==> src/rtl/motion_wake_detector_defines.svh <==
// ----------------------------------------------------------------------------
// Motion wake detector assertion macros
// Shared concurrent assertion forms, clocked on clk and disabled in reset.
// ----------------------------------------------------------------------------
`ifndef MOTION_WAKE_DETECTOR_DEFINES_SVH
`define MOTION_WAKE_DETECTOR_DEFINES_SVH

// Consequence must hold in the same cycle as the antecedent.
`define MWD_ASSERT_IMP(lbl, ante, cons, msg) \
    lbl: assert property (@(posedge clk) disable iff (!rst_n) (ante) |-> (cons)) \
        else $error(msg);

// Consequence must hold in the cycle after the antecedent.
`define MWD_ASSERT_NXT(lbl, ante, cons, msg) \
    lbl: assert property (@(posedge clk) disable iff (!rst_n) (ante) |=> (cons)) \
        else $error(msg);

`endif

==> src/rtl/mwd_pkg.sv <==
// ----------------------------------------------------------------------------
// Motion wake detector package
// Shared types, register indexes and constants of the wake detector.
// ----------------------------------------------------------------------------
package mwd_pkg;

    // Configuration register indexes
    localparam logic [2:0] CFG_WAKE_DURATION  = 3'd0;
    localparam logic [2:0] CFG_SLEEP_DURATION = 3'd1;
    localparam logic [2:0] CFG_HOLD_ACTIVE    = 3'd2;
    localparam logic [2:0] CFG_DIAGNOSE_MODE  = 3'd3;
    localparam logic [2:0] CFG_ALARM_THRESH   = 3'd4;
    localparam logic [2:0] CFG_ALARM_INDEP    = 3'd5;

    localparam int CFG_INDEX_W = 3;
    localparam int CFG_DATA_W  = 16;

    // Command codes carried in the input tuser
    localparam logic CMD_MOTION = 1'b0;
    localparam logic CMD_TICK   = 1'b1;

    // Time constants
    localparam int MS_PER_S     = 1000;
    localparam int DIAG_HOLD_MS = 1000;
    localparam int SLEEP_MS_W   = 26;

    // Configuration as held by the register block, with derived values
    typedef struct packed {
        logic [15:0]           wake_ms;
        logic [SLEEP_MS_W-1:0] sleep_ms;
        logic                  hold_active;
        logic                  diagnose_mode;
        logic [9:0]            alarm_threshold;
        logic [19:0]           threshold_sq;
        logic                  alarm_independent;
    } cfg_t;

    // One input transaction
    typedef struct packed {
        logic        command;
        logic        suppress_expired;
        logic        read_ok;
        logic [19:0] motion_mag;
        logic [31:0] now_ms;
    } in_item_t;

    // One result transaction, last field in the lowest bits
    typedef struct packed {
        logic       diag_indicator;
        logic       alarm_latched;
        logic       fence_check;
        logic       alarm_raise;
        logic       tracking_request;
        logic [1:0] wake_phase;
    } out_item_t;

endpackage

==> src/rtl/motion_wake_detector.sv <==
// ----------------------------------------------------------------------------
// Motion wake detector
// Qualifies motion interrupts and time ticks into a wake phase, a tracking
// request and motion alarm outputs.
// ----------------------------------------------------------------------------
//  Channel   Direction  Handshake                  Content
//  s_axis    in         s_axis_tvalid/tready       command, time, magnitude
//  m_axis    out        m_axis_tvalid/tready       phase and flags
//  cfg       in         cfg_we, no back-pressure   register index and value
//
// One transaction is accepted per cycle while the result is not stalled; it
// passes first into the input register, then through the state update into
// the result register, whose state loop sets the rate.
// Reset puts the phase to active with tracking requested; there is no
// clearing pass. A stalled result holds while the input register still takes
// one further transaction.
// ----------------------------------------------------------------------------
module motion_wake_detector (
    input  logic                             clk,
    input  logic                             rst_n,
    input  logic                             s_axis_tvalid,
    output logic                             s_axis_tready,
    // now_ms[31:0], motion_mag[51:32], read_ok[52], suppress_expired[53], zero[55:54]
    input  logic [55:0]                      s_axis_tdata,
    // command[0]
    input  logic                             s_axis_tuser,
    output logic                             m_axis_tvalid,
    input  logic                             m_axis_tready,
    // wake_phase[1:0], tracking_request[2], alarm_raise[3], fence_check[4],
    // alarm_latched[5], diag_indicator[6], zero[7]
    output logic [7:0]                       m_axis_tdata,
    input  logic                             cfg_we,
    input  logic [mwd_pkg::CFG_INDEX_W-1:0]  cfg_index,
    input  logic [mwd_pkg::CFG_DATA_W-1:0]   cfg_wdata
);
    import mwd_pkg::*;

    cfg_t      cfg;
    in_item_t  in_item;
    in_item_t  item;
    logic      item_valid;
    logic      item_take;
    out_item_t out_item;

    // Unpack the input transaction
    assign in_item.command          = s_axis_tuser;
    assign in_item.now_ms           = s_axis_tdata[31:0];
    assign in_item.motion_mag       = s_axis_tdata[51:32];
    assign in_item.read_ok          = s_axis_tdata[52];
    assign in_item.suppress_expired = s_axis_tdata[53];

    mwd_cfg u_cfg (
        .clk       (clk),
        .rst_n     (rst_n),
        .cfg_we    (cfg_we),
        .cfg_index (cfg_index),
        .cfg_wdata (cfg_wdata),
        .cfg       (cfg)
    );

    mwd_in_stage u_in_stage (
        .clk        (clk),
        .rst_n      (rst_n),
        .in_valid   (s_axis_tvalid),
        .in_ready   (s_axis_tready),
        .in_item    (in_item),
        .item_valid (item_valid),
        .item_take  (item_take),
        .item       (item)
    );

    mwd_core u_core (
        .clk        (clk),
        .rst_n      (rst_n),
        .cfg        (cfg),
        .item_valid (item_valid),
        .item_take  (item_take),
        .item       (item),
        .out_valid  (m_axis_tvalid),
        .out_ready  (m_axis_tready),
        .out_item   (out_item)
    );

    // Pack the result transaction
    assign m_axis_tdata = {1'b0, out_item};

endmodule

==> src/rtl/mwd_cfg.sv <==
// ----------------------------------------------------------------------------
// Motion wake detector configuration registers
// Holds the register file and works out the sleep time in milliseconds and
// the squared alarm threshold when they are written.
// ----------------------------------------------------------------------------
module mwd_cfg (
    input  logic                             clk,
    input  logic                             rst_n,
    input  logic                             cfg_we,
    input  logic [mwd_pkg::CFG_INDEX_W-1:0]  cfg_index,
    input  logic [mwd_pkg::CFG_DATA_W-1:0]   cfg_wdata,
    output mwd_pkg::cfg_t                    cfg
);
    import mwd_pkg::*;

    cfg_t cfg_reg;
    cfg_t cfg_next;

    logic [9:0] thresh_w;

    assign thresh_w = cfg_wdata[9:0];

    // Register decode, derived values computed at write time
    always_comb
    begin
        cfg_next = cfg_reg;
        if (cfg_we)
        begin
            unique case (cfg_index)
                CFG_WAKE_DURATION:  cfg_next.wake_ms = cfg_wdata;
                CFG_SLEEP_DURATION: cfg_next.sleep_ms =
                    SLEEP_MS_W'(cfg_wdata) * SLEEP_MS_W'(MS_PER_S);
                CFG_HOLD_ACTIVE:    cfg_next.hold_active = cfg_wdata[0];
                CFG_DIAGNOSE_MODE:  cfg_next.diagnose_mode = cfg_wdata[0];
                CFG_ALARM_THRESH:
                begin
                    cfg_next.alarm_threshold = thresh_w;
                    cfg_next.threshold_sq    = 20'(thresh_w) * 20'(thresh_w);
                end
                CFG_ALARM_INDEP:    cfg_next.alarm_independent = cfg_wdata[0];
                default:            cfg_next = cfg_reg;
            endcase
        end
    end

    always_ff @(posedge clk or negedge rst_n)
    begin
        if (!rst_n)
        begin
            cfg_reg <= '0;
        end
        else
        begin
            cfg_reg <= cfg_next;
        end
    end

    assign cfg = cfg_reg;

endmodule

==> src/rtl/mwd_in_stage.sv <==
// ----------------------------------------------------------------------------
// Motion wake detector input stage
// Registers one input transaction and hands it on when the core takes it.
// ----------------------------------------------------------------------------
module mwd_in_stage (
    input  logic              clk,
    input  logic              rst_n,
    input  logic              in_valid,
    output logic              in_ready,
    input  mwd_pkg::in_item_t in_item,
    output logic              item_valid,
    input  logic              item_take,
    output mwd_pkg::in_item_t item
);
    import mwd_pkg::*;

    logic     valid_reg;
    logic     valid_next;
    in_item_t item_reg;

    // The stage refills in the same cycle as the core empties it.
    assign in_ready = !valid_reg || item_take;

    always_comb
    begin
        valid_next = valid_reg;
        if (in_valid && in_ready)
        begin
            valid_next = 1'b1;
        end
        else if (item_take)
        begin
            valid_next = 1'b0;
        end
    end

    always_ff @(posedge clk or negedge rst_n)
    begin
        if (!rst_n)
        begin
            valid_reg <= 1'b0;
        end
        else
        begin
            valid_reg <= valid_next;
        end
    end

    // Payload capture
    always_ff @(posedge clk)
    begin
        if (in_valid && in_ready)
        begin
            item_reg <= in_item;
        end
    end

    assign item_valid = valid_reg;
    assign item       = item_reg;

endmodule

==> src/rtl/mwd_core.sv <==
// ----------------------------------------------------------------------------
// Motion wake detector core
// Updates the wake phase, start time and flags for one transaction per cycle
// while the result is not stalled, and registers the result.
// ----------------------------------------------------------------------------
`include "motion_wake_detector_defines.svh"

module mwd_core (
    input  logic               clk,
    input  logic               rst_n,
    input  mwd_pkg::cfg_t      cfg,
    input  logic               item_valid,
    output logic               item_take,
    input  mwd_pkg::in_item_t  item,
    output logic               out_valid,
    input  logic               out_ready,
    output mwd_pkg::out_item_t out_item
);
    import mwd_pkg::*;

    typedef enum logic [1:0] {
        PH_IDLE   = 2'd0,
        PH_QUAL   = 2'd1,
        PH_ACTIVE = 2'd2
    } phase_t;

    phase_t      phase_reg;
    phase_t      phase_next;
    logic [31:0] start_reg;
    logic [31:0] start_next;
    logic        tracking_reg;
    logic        tracking_next;
    logic        alarm_reg;
    logic        alarm_next;
    logic        indicator_reg;
    logic        indicator_next;
    logic        out_valid_reg;
    out_item_t   out_item_reg;

    logic [31:0] elapsed;
    logic        raise;
    logic        fence;

    // Take an item whenever the result register is free or being emptied.
    assign item_take = item_valid && (!out_valid_reg || out_ready);
    assign elapsed   = item.now_ms - start_reg;

    // Next state for the current item
    always_comb
    begin
        phase_next     = phase_reg;
        start_next     = start_reg;
        tracking_next  = tracking_reg;
        alarm_next     = alarm_reg;
        indicator_next = indicator_reg;
        raise          = 1'b0;
        fence          = 1'b0;

        if (item.command == CMD_MOTION)
        begin
            if (cfg.diagnose_mode)
            begin
                start_next     = item.now_ms;
                indicator_next = 1'b1;
                phase_next     = PH_ACTIVE;
            end
            else
            begin
                unique case (phase_reg)
                    PH_IDLE:
                    begin
                        start_next = item.now_ms;
                        phase_next = PH_QUAL;
                    end
                    PH_QUAL:
                    begin
                        if (elapsed >= {16'd0, cfg.wake_ms})
                        begin
                            phase_next    = PH_ACTIVE;
                            tracking_next = 1'b1;
                        end
                    end
                    PH_ACTIVE:
                    begin
                        start_next = item.now_ms;
                    end
                    default:
                    begin
                        start_next = item.now_ms;
                    end
                endcase

                // Alarm check: set against the squared threshold, clear
                // against the plain one.
                if (item.read_ok && (cfg.alarm_threshold != 10'd0))
                begin
                    if ((item.motion_mag >= cfg.threshold_sq) && item.suppress_expired)
                    begin
                        alarm_next = 1'b1;
                        raise      = cfg.alarm_independent;
                        fence      = !cfg.alarm_independent;
                    end
                    else if ((item.motion_mag < {10'd0, cfg.alarm_threshold})
                             && item.suppress_expired)
                    begin
                        alarm_next = 1'b0;
                    end
                end
            end
        end
        else
        begin
            if (cfg.diagnose_mode)
            begin
                if ((phase_reg == PH_ACTIVE) && (elapsed > 32'(DIAG_HOLD_MS)))
                begin
                    indicator_next = 1'b0;
                    phase_next     = PH_IDLE;
                end
            end
            else if ((phase_reg == PH_ACTIVE) && !cfg.hold_active)
            begin
                if (elapsed >= {{(32 - SLEEP_MS_W){1'b0}}, cfg.sleep_ms})
                begin
                    phase_next    = PH_IDLE;
                    tracking_next = 1'b0;
                end
            end
        end
    end

    // State and result register
    always_ff @(posedge clk or negedge rst_n)
    begin
        if (!rst_n)
        begin
            phase_reg     <= PH_ACTIVE;
            start_reg     <= '0;
            tracking_reg  <= 1'b1;
            alarm_reg     <= 1'b0;
            indicator_reg <= 1'b0;
            out_valid_reg <= 1'b0;
            out_item_reg  <= '0;
        end
        else
        begin
            if (item_take)
            begin
                phase_reg                     <= phase_next;
                start_reg                     <= start_next;
                tracking_reg                  <= tracking_next;
                alarm_reg                     <= alarm_next;
                indicator_reg                 <= indicator_next;
                out_valid_reg                 <= 1'b1;
                out_item_reg.wake_phase       <= phase_next;
                out_item_reg.tracking_request <= tracking_next;
                out_item_reg.alarm_raise      <= raise;
                out_item_reg.fence_check      <= fence;
                out_item_reg.alarm_latched    <= alarm_next;
                out_item_reg.diag_indicator   <= indicator_next;
            end
            else if (out_ready)
            begin
                out_valid_reg <= 1'b0;
            end
        end
    end

    assign out_valid = out_valid_reg;
    assign out_item  = out_item_reg;

    // Checks on the core's own behaviour
    `MWD_ASSERT_IMP(a_phase_code, out_valid_reg, out_item_reg.wake_phase != 2'd3,
        "unused phase code in result")
    `MWD_ASSERT_IMP(a_raise_latched, out_valid_reg && out_item_reg.alarm_raise,
        out_item_reg.alarm_latched && !out_item_reg.fence_check,
        "alarm raised without latched flag or together with fence check")
    `MWD_ASSERT_IMP(a_fence_latched, out_valid_reg && out_item_reg.fence_check,
        out_item_reg.alarm_latched, "fence check without latched alarm flag")
    `MWD_ASSERT_NXT(a_take_result, item_take, out_valid_reg,
        "taken transaction gave no result")

endmodule
==> config.mk <==
export PLATFORM = sky130hd
export DESIGN_NAME = motion_wake_detector
export DESIGN_NICKNAME = d
export VERILOG_FILES = /design/src/rtl/mwd_pkg.sv /design/src/rtl/motion_wake_detector.sv /design/src/rtl/mwd_cfg.sv /design/src/rtl/mwd_in_stage.sv /design/src/rtl/mwd_core.sv
export VERILOG_INCLUDE_DIRS = /design/src /design/src/rtl
export SDC_FILE = /design/constraint.sdc
export NUM_CORES = 1
export LEC_CHECK = 0
export ABC_AREA = 1
export BUFFER_PORTS_ARGS = -buffer_cell sky130_fd_sc_hd__buf_2
export CELL_PAD_IN_SITES_DETAIL_PLACEMENT = 1
export CELL_PAD_IN_SITES_GLOBAL_PLACEMENT = 2
export CORE_ASPECT_RATIO = 0.6
export CORE_UTILIZATION = 40
export CTS_BUF_LIST = sky130_fd_sc_hd__clkbuf_8 sky130_fd_sc_hd__clkbuf_16
export CTS_CLUSTER_SIZE = 8
export DETAILED_ROUTE_END_ITERATION = 10
export PLACE_DENSITY = 0.91
export SLEW_MARGIN = 20
export SYNTH_ARGS = -nofsm -noshare
export SYNTH_HDL_FRONTEND = slang
export SYNTH_HIERARCHICAL = 1
export SYNTH_SLANG_ARGS = --single-unit
==> constraint.sdc <==
create_clock -name clk -period 12.79 [get_ports clk]
set_clock_uncertainty 0.2 [all_clocks]
set_input_delay 1.9185 -clock clk [delete_from_list [all_inputs] [get_ports clk]]
set_output_delay 1.9185 -clock clk [all_outputs]
set_load 0.005 [all_outputs]
==> results.yml, run 1 <==
run_status:
  outcome: "finished clean"
logic_synthesis:
  avgSynthCellArea_um2: 7.544
  ys_seq_area_share_pct: 26.97
  ys.flop_type: "dfrtp_1"
  synth_edf_count: 55
  synthArstFlopShare_pct: 67.26
  synth-seq-cells: 168
  ys_types: 53
  syn_inst: 2203
  syn_area_um2: 16620
  ys.warnings.count: 6
critical_path:
  cp.required_ns: 12.96
  critPathLaunchType: "input pin"
  max_stage_delay_ns: 0.57
  path_cells: "buf_2 -> ha_1 -> inv_1 -> fa_1 -> fa_1 -> fa_1 -> fa_1 -> inv_1 -> fa_1 -> ha_1 -> a21oi_1 -> inv_1 -> nor2_1 -> nand2_1 -> nand3_1 -> nand2_1 -> nand2_1 -> nand3_1 -> nand2_1"
  crit_end: "u_cfg/cfg[20]"
  r2r_slack_ns: 8.54
  arrival_ns: 6.92
  worstReg2RegEnd: "u_core/out_item[1]"
  worstPathMaxFanout: 12
  crit_slowest_cell: "fa_1"
  crit_start: "cfg_wdata[3]"
  reg2reg_depth: 28
  end_kind: "flop"
  path_common_cell: "fa_1"
  r2r-start: "u_in_stage/item[0]"
  critPathKind: "in2reg"
routing:
  drc: 0
  drt.antenna.violating_nets: 0
  wire_per_inst_um: 16.96
  drtPass1Iterations: 5
  routed_via_density: 4.961
  drtIter0Drc: 896
  vias: 14158
  drt-total-wl_um: 48400
placed_design:
  gp_congestion: 0.9200
  port_buffers: 87
  dpl_worst_slack_ns: 5.695
  placed_cells: 2820
  dp_hpwl_um: 40630
timing:
  max_freq_ghz: 0.1481
  worst_pin_slew_ns: 0.9402
  tns_ns: 0
  period_share_pct: 52.78
  setup_viol: 0
  final_hold_viol_count: 0
  rsz0062_at_grt: "false"
  slew_viol_final: 0
  slew_headroom_pct: 37.32
  period_minus_slack_ns: 6.751
  setup_slack_ns: 6.039
cts:
  htreeDepth: 4
  cts_tree: "yes"
  ctsLongestPathBuffers: 2
  root_buffer: "clkbuf_16"
  hold_buffers: 0
  post-cts-setup-buffers: 0
  cts_buffers: 17
  cts_sinks: 168
  insertion_delay_ns: 0.44
  clk_pin_slew_ns: 0.08
  ctsResizeCount: 0
pwr:
  p_leak_nw: 10.06
  vdd_ir_drop_max_v: 0.0001138
  total_power_w: 0.004074
  powerDensity_nw_per_um2: 223.4
finish:
  layout_commonest_cell: "nand2_1"
  synthToLayoutAreaGrowth_pct: 9.711
  final_cell_mix: "606 x nand2_1, 503 x inv_1, 209 x ha_1"
  layout-drive-gt1-share_pct: 7.373
  fin_nets: 2671
  fin_cells: 2854
  largest_reg_flops: 70
floorplan:
  dieArea_um2: 42390
  io_pins: 91
  die_x_um: 265.2
  fp.dieH_um: 159.9
  rows: 57
  core_area_um2: 40720
  initial_core_util_pct: 40.81
worst_hold_path:
  hold_start: "u_core/tracking_reg"
  hold_class: "reg2reg"
global_routing:
  first_global_vias: 14770
  grt_start_max_net_pins: 71
  grt_first_pass_wirelength_um: 78750
  grt-ovfl-total: 0
  grtUsageTotal_pct: 23.79
  antenna_found_initial: 2
flow_run:
  max_cap_violations: 0
Yosys cell counts, types with 3 or more instances:
cell,number,area [um2]
nand2_1,606,2275
nor2_1,118,442.9
dfrtp_1,111,2778
ha_1,209,2615
nand2_2,12,75.07
a21boi_0,4,30.03
xnor2_1,18,157.7
fa_1,102,2042
clkbuf_1,25,93.84
nand3b_1,11,82.58
o21ai_0,89,445.4
nor2_2,11,68.82
and2_1,8,50.05
buf_4,10,75.07
a31oi_1,4,25.02
inv_1,502,1884
nand4_1,28,175.2
a21oi_1,76,380.4
o21a_1,3,22.52
edfxtp_1,55,1652
o21bai_1,7,52.55
nand3_1,108,540.5
a21o_1,4,30.03
xor2_1,18,157.7
nor4_1,4,25.02
nor3_2,3,30.03
o21ai_1,5,25.02
inv_2,6,22.52
nor3_1,14,70.07
area by class of cell:
class / count / area, um2
clock buffers: 17 / 425.4
clock inverters: 15 / 167.7
inverters: 509 / 1916
repair buffers: 92 / 475.5
well taps: 560 / 700.7
flip-flops and latches: 168 / 4482
diodes: 2 / 5.005
multi-input cells: 1491 / 10060
fillers: 5156 / 22490
how the worst min path moves through the flow:
stage                                to  slack, ns  cells after the start
floorplan           u_core/tracking_reg       0.25                      2
global placement    u_core/tracking_reg       0.26                      2
detailed placement         u_cfg/cfg[4]       0.27                      2
CTS                 u_core/tracking_reg       0.28                      2
global route               u_cfg/cfg[7]       0.31                      2
finish              u_core/tracking_reg       0.28                      2
layer usage:
metal	GRT usage (%)	share of wire [%]	routed length (um)	vias to the layer above
met3	3.254	4.6	2239	24
met5	0	0	0	-
met2	33.67	40	19280	254
met1	38.27	55	26460	6920
li1	-	-	-	6960
met4	3.941	0.86	415	0
worst max-delay path: cells and delay by family:
family	cells	cell delay, ns
and+or+nand+nor	7	0.79
adders and majority gates	7	3.25
buffers and inverters	4	0.59
AOI/OAI and AO/OA	1	0.37
kinds of logic (layout without fill, tap and decap cells):
group           count (synthesis)  count (layout)  synth area share [%]
mux                             1               1               0.06775
compound gates                208             208                 6.949
fa+ha+maj                     311             311                 28.02
other cells                     2               7               0.04519
flops                         168             168                 26.97
simple gates                  930             930                 23.38
buf+inv                       547             633                 12.67
xor+xnor                       36              36                 1.897
power breakdown:
| group | internal [W] | switching, W | total, W |
|---|---|---|---|
| Clock | 0.000262 | 0.000262 | 0.000524 |
| Sequential | 0.000696 | 0.0000774 | 0.000773 |
| Combinational | 0.000953 | 0.00182 | 0.00278 |
through the flow:
step	cell area (um2)	util (%)	hold WS (ns)
after detailed placement	17640	43.31	0.2691
after global placement	17640	43.31	0.2569
final	18230	44.78	0.2758
after CTS	18230	44.76	0.2828
after floorplan	16630	-	0.2481
after global routing	18230	44.76	0.3065
Power figures use the tool's default switching activity.
==> run 2: changes to the inputs <==
CORE_UTILIZATION = 34   (was 40)
PLACE_DENSITY = 0.83   (was 0.91)
clock period = 6 ns   (was 12.79 ns; I/O delays follow)
==> run 2 against run 1 <==
Sequential power grew 110%. Critical path type unchanged. Largest power group unchanged. Via count shrank 1.9%. Routed wire length grew 0.45%. Cell count grew 3.1%. Critical path depth shrank 2. Worst setup slack lost 5.5 ns. Non-clock buffer count grew 11. Sequential share of layout area shrank 0.26 points.
==> results.yml, run 2 (synthesis gave the netlist of run 1 again) <==
worst_hold_path:
  hold_class: "in2async"
timing:
  max_freq_ghz: 0.1846
  final_hold_viol_count: 0
  rsz0062_at_grt: "false"
  setup_viol: 0
  slew_viol_final: 0
  worst_pin_slew_ns: 0.9138
  slew_headroom_pct: 38.93
  tns_ns: 0
  setup_slack_ns: 0.5824
  period_minus_slack_ns: 5.418
  period_share_pct: 90.29
pwr:
  vdd_ir_drop_max_v: 0.0002622
  seqPwrFrac_pct: 19.0
  power.switching_w: 0.004575
  internal_power_w: 0.004144
  pwr-share-comb_pct: 67.5
  p_leak_nw: 10.12
  clock_power_share_pct: 13.5
  powerDensity_nw_per_um2: 473.2
  p_sw_share_pct: 52.47
  total_power_w: 0.008720
routing:
  met1_length_um: 27560
  drtIter0Drc: 747
  drt.antenna.violating_nets: 0
  wl_met3_um: 1921
  drt-total-wl_um: 48620
  vias: 13886
  drc: 0
  dr_wl_met2_um: 18800
  highest_layer: "met4"
  routed_via_density: 4.718
  drtPass1Iterations: 4
  wire_per_inst_um: 16.52
placed_design:
  dp_hpwl_um: 41050
  gp_congestion: 0.8771
  port_buffers: 87
  dpl_worst_slack_ns: 0.1181
  detailed_place.area_um2: 17820
flow_run:
  max_cap_violations: 0
cts:
  cts_sinks: 168
  htreeDepth: 4
  hold_buffers: 0
  root_buffer: "clkbuf_16"
  cts_buffers: 17
  clk_pin_slew_ns: 0.08
  insertion_delay_ns: 0.47
  ctsLongestPathBuffers: 2
  ctsResizeCount: 0
  post-cts-setup-buffers: 0
  cts_tree: "yes"
critical_path:
  worstPathMaxFanout: 7
  crit_slowest_cell: "fa_1"
  cp_top_family: "adder cells"
  r2r_slack_ns: 1.85
  max_stage_delay_ns: 0.57
  arrival_ns: 5.63
  path_buf_inv: 3
  cp.required_ns: 6.21
  end_kind: "flop"
  critPathKind: "in2reg"
  critPathLaunchType: "input pin"
  path_cells: "buf_2 -> ha_1 -> inv_1 -> fa_1 -> fa_1 -> fa_1 -> fa_1 -> inv_1 -> fa_1 -> ha_1 -> a21oi_1 -> o21ai_0 -> a21boi_0 -> nand2_1 -> nand2_1 -> nand3_1 -> nand2_1"
  path_common_cell: "fa_1"
floorplan:
  rows: 62
  initial_core_util_pct: 34.61
  die_x_um: 287.4
  io_pins: 91
  core_area_um2: 48020
  dieArea_um2: 49800
  fp.dieH_um: 173.3
finish:
  largest_reg_flops: 70
  layout-drive-gt1-share_pct: 7.816
  n_antenna_cell: 0
  fillCellCount: 5949
  final_util_pct: 38.38
  fin_nets: 2682
  final_cell_mix: "606 x nand2_1, 503 x inv_1, 209 x ha_1"
  synthToLayoutAreaGrowth_pct: 10.88
  design_area_um2: 18430
  layout_commonest_cell: "nand2_1"
global_routing:
  grt-ovfl-total: 0
  grt_first_pass_wirelength_um: 78720
  antenna_found_initial: 3
  grt_start_max_net_pins: 57
  grtUsageTotal_pct: 20.28
  first_global_vias: 14494
run_status:
  outcome: "finished clean"
[run 2: cell count changes in the layout (fill, tap and decap cells not counted)]
cell       before  now
inv_4           1    0
diode_2         2    0
inv_8           3    4
buf_4           6   17
clkbuf_16      17   18
clkinv_2        0    1
clkinv_8        5    2
bufinv_16       0    1
[run 2: cell type report]
class,instances,area (um2),share of cell area [%]
Multi-Input combinational cell,1491,10060,54.60
Sequential cell,168,4482,24.32
Inverter,509,1916,10.40
Tap cell,640,800.8,4.345
Timing Repair Buffer,103,558.0,3.028
Clock buffer,18,450.4,2.444
Clock inverter,14,158.9,0.8623
[run 2: stage by stage]
stage | hold slack [ns] | cells
finish | 0.1741 | 2943
global route | 0.1866 | 2943
CTS | 0.1588 | 2943
detailed placement | 0.2619 | 2911
global placement | 0.2564 | 2911
floorplan | 0.2481 | 2206
[run 2: path summary, 6_finish.rpt]
kind,start,to,cells after the start
max in group asynchronous,rst_n,u_core/out_item[6],2
min in group clk,u_core/tracking_reg,u_core/tracking_reg,2
worst min-delay path,rst_n,u_cfg/cfg[10],1
worst min register to register,u_core/tracking_reg,u_core/tracking_reg,2
worst max-delay path,cfg_wdata[3],u_cfg/cfg[16],17
worst max register to register,u_in_stage/item[0],u_core/out_item[1],28
[run 2: power by group through the flow]
stage | registers [W] | clock network [W] | logic (W)
2_1_floorplan | 0.00161 | 0 | 0.00418
3_3_place_gp | 0.00167 | 0 | 0.00556
3_5_place_dp | 0.00168 | 0 | 0.00581
5_1_grt | 0.00169 | 0.00125 | 0.00674
6_report | 0.00165 | 0.00118 | 0.00589
4_1_cts | 0.00166 | 0.00122 | 0.00588
[run 2: worst register-to-register path: cells and delay by family (launching register included)]
family          cells  cell delay [ns]
compound gates      1             0.22
xor+xnor            1             0.34
buf+inv             2             0.20
simple gates       21             1.86
flops               1             0.37
fa+ha+maj           3             0.94
[run 2: per-layer routing]
metal  global-route usage, %  vias to the layer above
met5                       0                        -
met4                   3.347                        0
met3                   3.658                       24
met2                   27.63                      177
met1                   32.86                     6721
li1                        -                     6964
==> run 3: changes to the inputs <==
--- a/config.mk
+++ b/config.mk
@@ -16,5 +16,5 @@
 export CTS_CLUSTER_SIZE = 8
 export DETAILED_ROUTE_END_ITERATION = 10
-export PLACE_DENSITY = 0.83
+export PLACE_DENSITY = 0.81
 export SLEW_MARGIN = 20
 export SYNTH_ARGS = -nofsm -noshare
==> constraint.sdc (replaced) <==
create_clock -name clk -period 6 [get_ports clk]
set_clock_uncertainty 0.2 [all_clocks]
set_input_delay 0.3 -clock clk [delete_from_list [all_inputs] [get_ports clk]]
set_output_delay 0.3 -clock clk [all_outputs]
set_load 0.005 [all_outputs]
==> run 3 against run 2 <==
Clock-buffer cell count down 1. Cell count up 1.9%. Total power down 1.3%. Register-to-register slack worse by 0.08 ns. Combinational power down 0.8%. Sequential cell count unchanged. Highest routed layer unchanged.
==> results.yml, run 3 (synthesis gave the netlist of run 1 again) <==
run_status:
  outcome: "finished clean"
floorplan:
  io_pins: 91
  fp.dieH_um: 173.3
  die_x_um: 287.4
  dieArea_um2: 49800
  core_area_um2: 48020
  rows: 62
  initial_core_util_pct: 34.61
cts:
  root_buffer: "clkbuf_16"
  clk_pin_slew_ns: 0.08
  cts_sinks: 168
  ctsLongestPathBuffers: 2
  cts_buffers: 17
  post-cts-setup-buffers: 0
  insertion_delay_ns: 0.46
  cts_tree: "yes"
  ctsResizeCount: 0
  htreeDepth: 4
  hold_buffers: 64
placed_design:
  port_buffers: 87
  dp_hpwl_um: 40030
  detailed_place.area_um2: 17750
  gp_congestion: 0.8519
pwr:
  vdd_ir_drop_max_v: 0.0002316
  power.switching_w: 0.004518
  p_leak_nw: 10.33
  seqPwrFrac_pct: 19.2
  p_sw_share_pct: 52.51
  clock_power_share_pct: 13.0
  internal_power_w: 0.004087
  pwr-share-comb_pct: 67.8
  powerDensity_nw_per_um2: 453.5
timing:
  period_minus_slack_ns: 4.846
  rsz0062_at_grt: "false"
  setup_viol: 0
  tns_ns: 0
  period_share_pct: 80.77
  worst_pin_slew_ns: 0.9205
  slew_viol_final: 0
  max_freq_ghz: 0.2063
  final_hold_viol_count: 0
  slew_headroom_pct: 38.48
  hold_slack_ns: 0.1488
finish:
  design_area_um2: 18970
  layout_commonest_cell: "nand2_1"
  final_cell_mix: "606 x nand2_1, 502 x inv_1, 209 x ha_1"
  layout-drive-gt1-share_pct: 7.294
  synthToLayoutAreaGrowth_pct: 14.16
  n_antenna_cell: 0
  fillCellCount: 5936
  fin_nets: 2737
  largest_reg_flops: 70
critical_path:
  critPathLaunchType: "input pin"
  path_cells: "buf_2 -> ha_1 -> inv_1 -> fa_1 -> fa_1 -> fa_1 -> fa_1 -> inv_1 -> fa_1 -> ha_1 -> a21oi_1 -> inv_1 -> nor2_1 -> nand2_1 -> nand3_1 -> nand2_1 -> nand2_1 -> nand3_1 -> nand2_1"
  path_common_cell: "fa_1"
  arrival_ns: 5.04
  cp.required_ns: 6.20
  end_kind: "flop"
  crit_slowest_cell: "fa_1"
  max_stage_delay_ns: 0.57
  worstPathMaxFanout: 12
  critPathKind: "in2reg"
routing:
  routed_via_density: 4.715
  drt-total-wl_um: 48220
  drt.antenna.violating_nets: 0
  wire_per_inst_um: 16.08
  drtPass1Iterations: 5
  drtIter0Drc: 824
  drc: 0
  vias: 14135
flow_run:
  max_cap_violations: 0
global_routing:
  grtUsageTotal_pct: 20.12
  grt_first_pass_wirelength_um: 78650
  antenna_found_initial: 0
  grt-ovfl-total: 0
  grt_start_max_net_pins: 68
  first_global_vias: 14638
worst_hold_path:
  hold_class: "in2reg"
run 3: changes by cell type in the layout (fill, tap and decap cells not counted):
cell and change:
dlygate4sd3_1 +64, buf_4 -9, clkinv_4 +2, bufinv_16 -1, clkbuf_16 -1, clkinv_2 +1, clkinv_8 +1, clkinvlp_4 -1
inv_1 -1
run 3: power groups by stage:
| stage | combinational (W) | sequential [W] | clock [W] |
|---|---|---|---|
| floorplan | 0.00418 | 0.00161 | 0 |
| global placement | 0.00553 | 0.00166 | 0 |
| detailed placement | 0.00576 | 0.00168 | 0 |
| CTS | 0.00584 | 0.00165 | 0.00116 |
| global route | 0.00672 | 0.00169 | 0.00119 |
| finish | 0.00584 | 0.00165 | 0.00112 |
run 3: critical path: cells and delay by family:
family                   cells  cell delay (ns)
AO/OA/AOI/OAI                1             0.32
adder cells (fa/ha/maj)      7             3.19
buffers and inverters        4             0.52
AND/OR/NAND/NOR              7             0.70
run 3: layout make-up:
type / count / area (um2) / area share, %
multi-input cells: 1491 / 10060 / 53.03
flip-flops and latches: 168 / 4482 / 23.62
inverters: 509 / 1916 / 10.10
repair buffers: 158 / 1131 / 5.961
well taps: 640 / 800.8 / 4.221
clock buffers: 17 / 425.4 / 2.242
clock inverters: 15 / 156.4 / 0.8243
run 3: metal layers:
layer | vias to the layer above | global-route usage (%) | share of wire [%]
met5 | - | 0 | 0
met4 | 0 | 2.726 | 0.56
met3 | 14 | 2.618 | 3.4
met2 | 170 | 27.71 | 39
met1 | 6860 | 33.23 | 57
li1 | 7091 | - | -
run 3: stage by stage:
step / utilization (%) / power, W / setup slack, ns / cells
floorplan: - / 0.005789 / 1.257 / 2206
global placement: 36.97 / 0.007196 / 0.7633 / 2902
detailed placement: 36.97 / 0.007431 / 0.7456 / 2902
CTS: 39.51 / 0.008653 / 1.222 / 2998
global route: 39.51 / 0.009600 / 0.9190 / 2998
finish: 39.51 / 0.008605 / 1.154 / 2998
run 3: path summary, 6_finish.rpt:
kind / start / cells past startpoint / endpoint / slack, ns
hold / removal: cfg_we / 6 / u_cfg/cfg[32] / 0.15
min in group asynchronous: rst_n / 2 / u_cfg/cfg[12] / 0.25
setup reg to reg: u_in_stage/item[0] / 28 / u_core/phase_reg[1] / 1.77
max in group asynchronous: rst_n / 3 / u_core/start_reg[11] / 3.95
hold reg to reg: u_core/tracking_reg / 2 / u_core/tracking_reg / 0.28
setup / recovery: cfg_wdata[4] / 19 / u_cfg/cfg[20] / 1.15
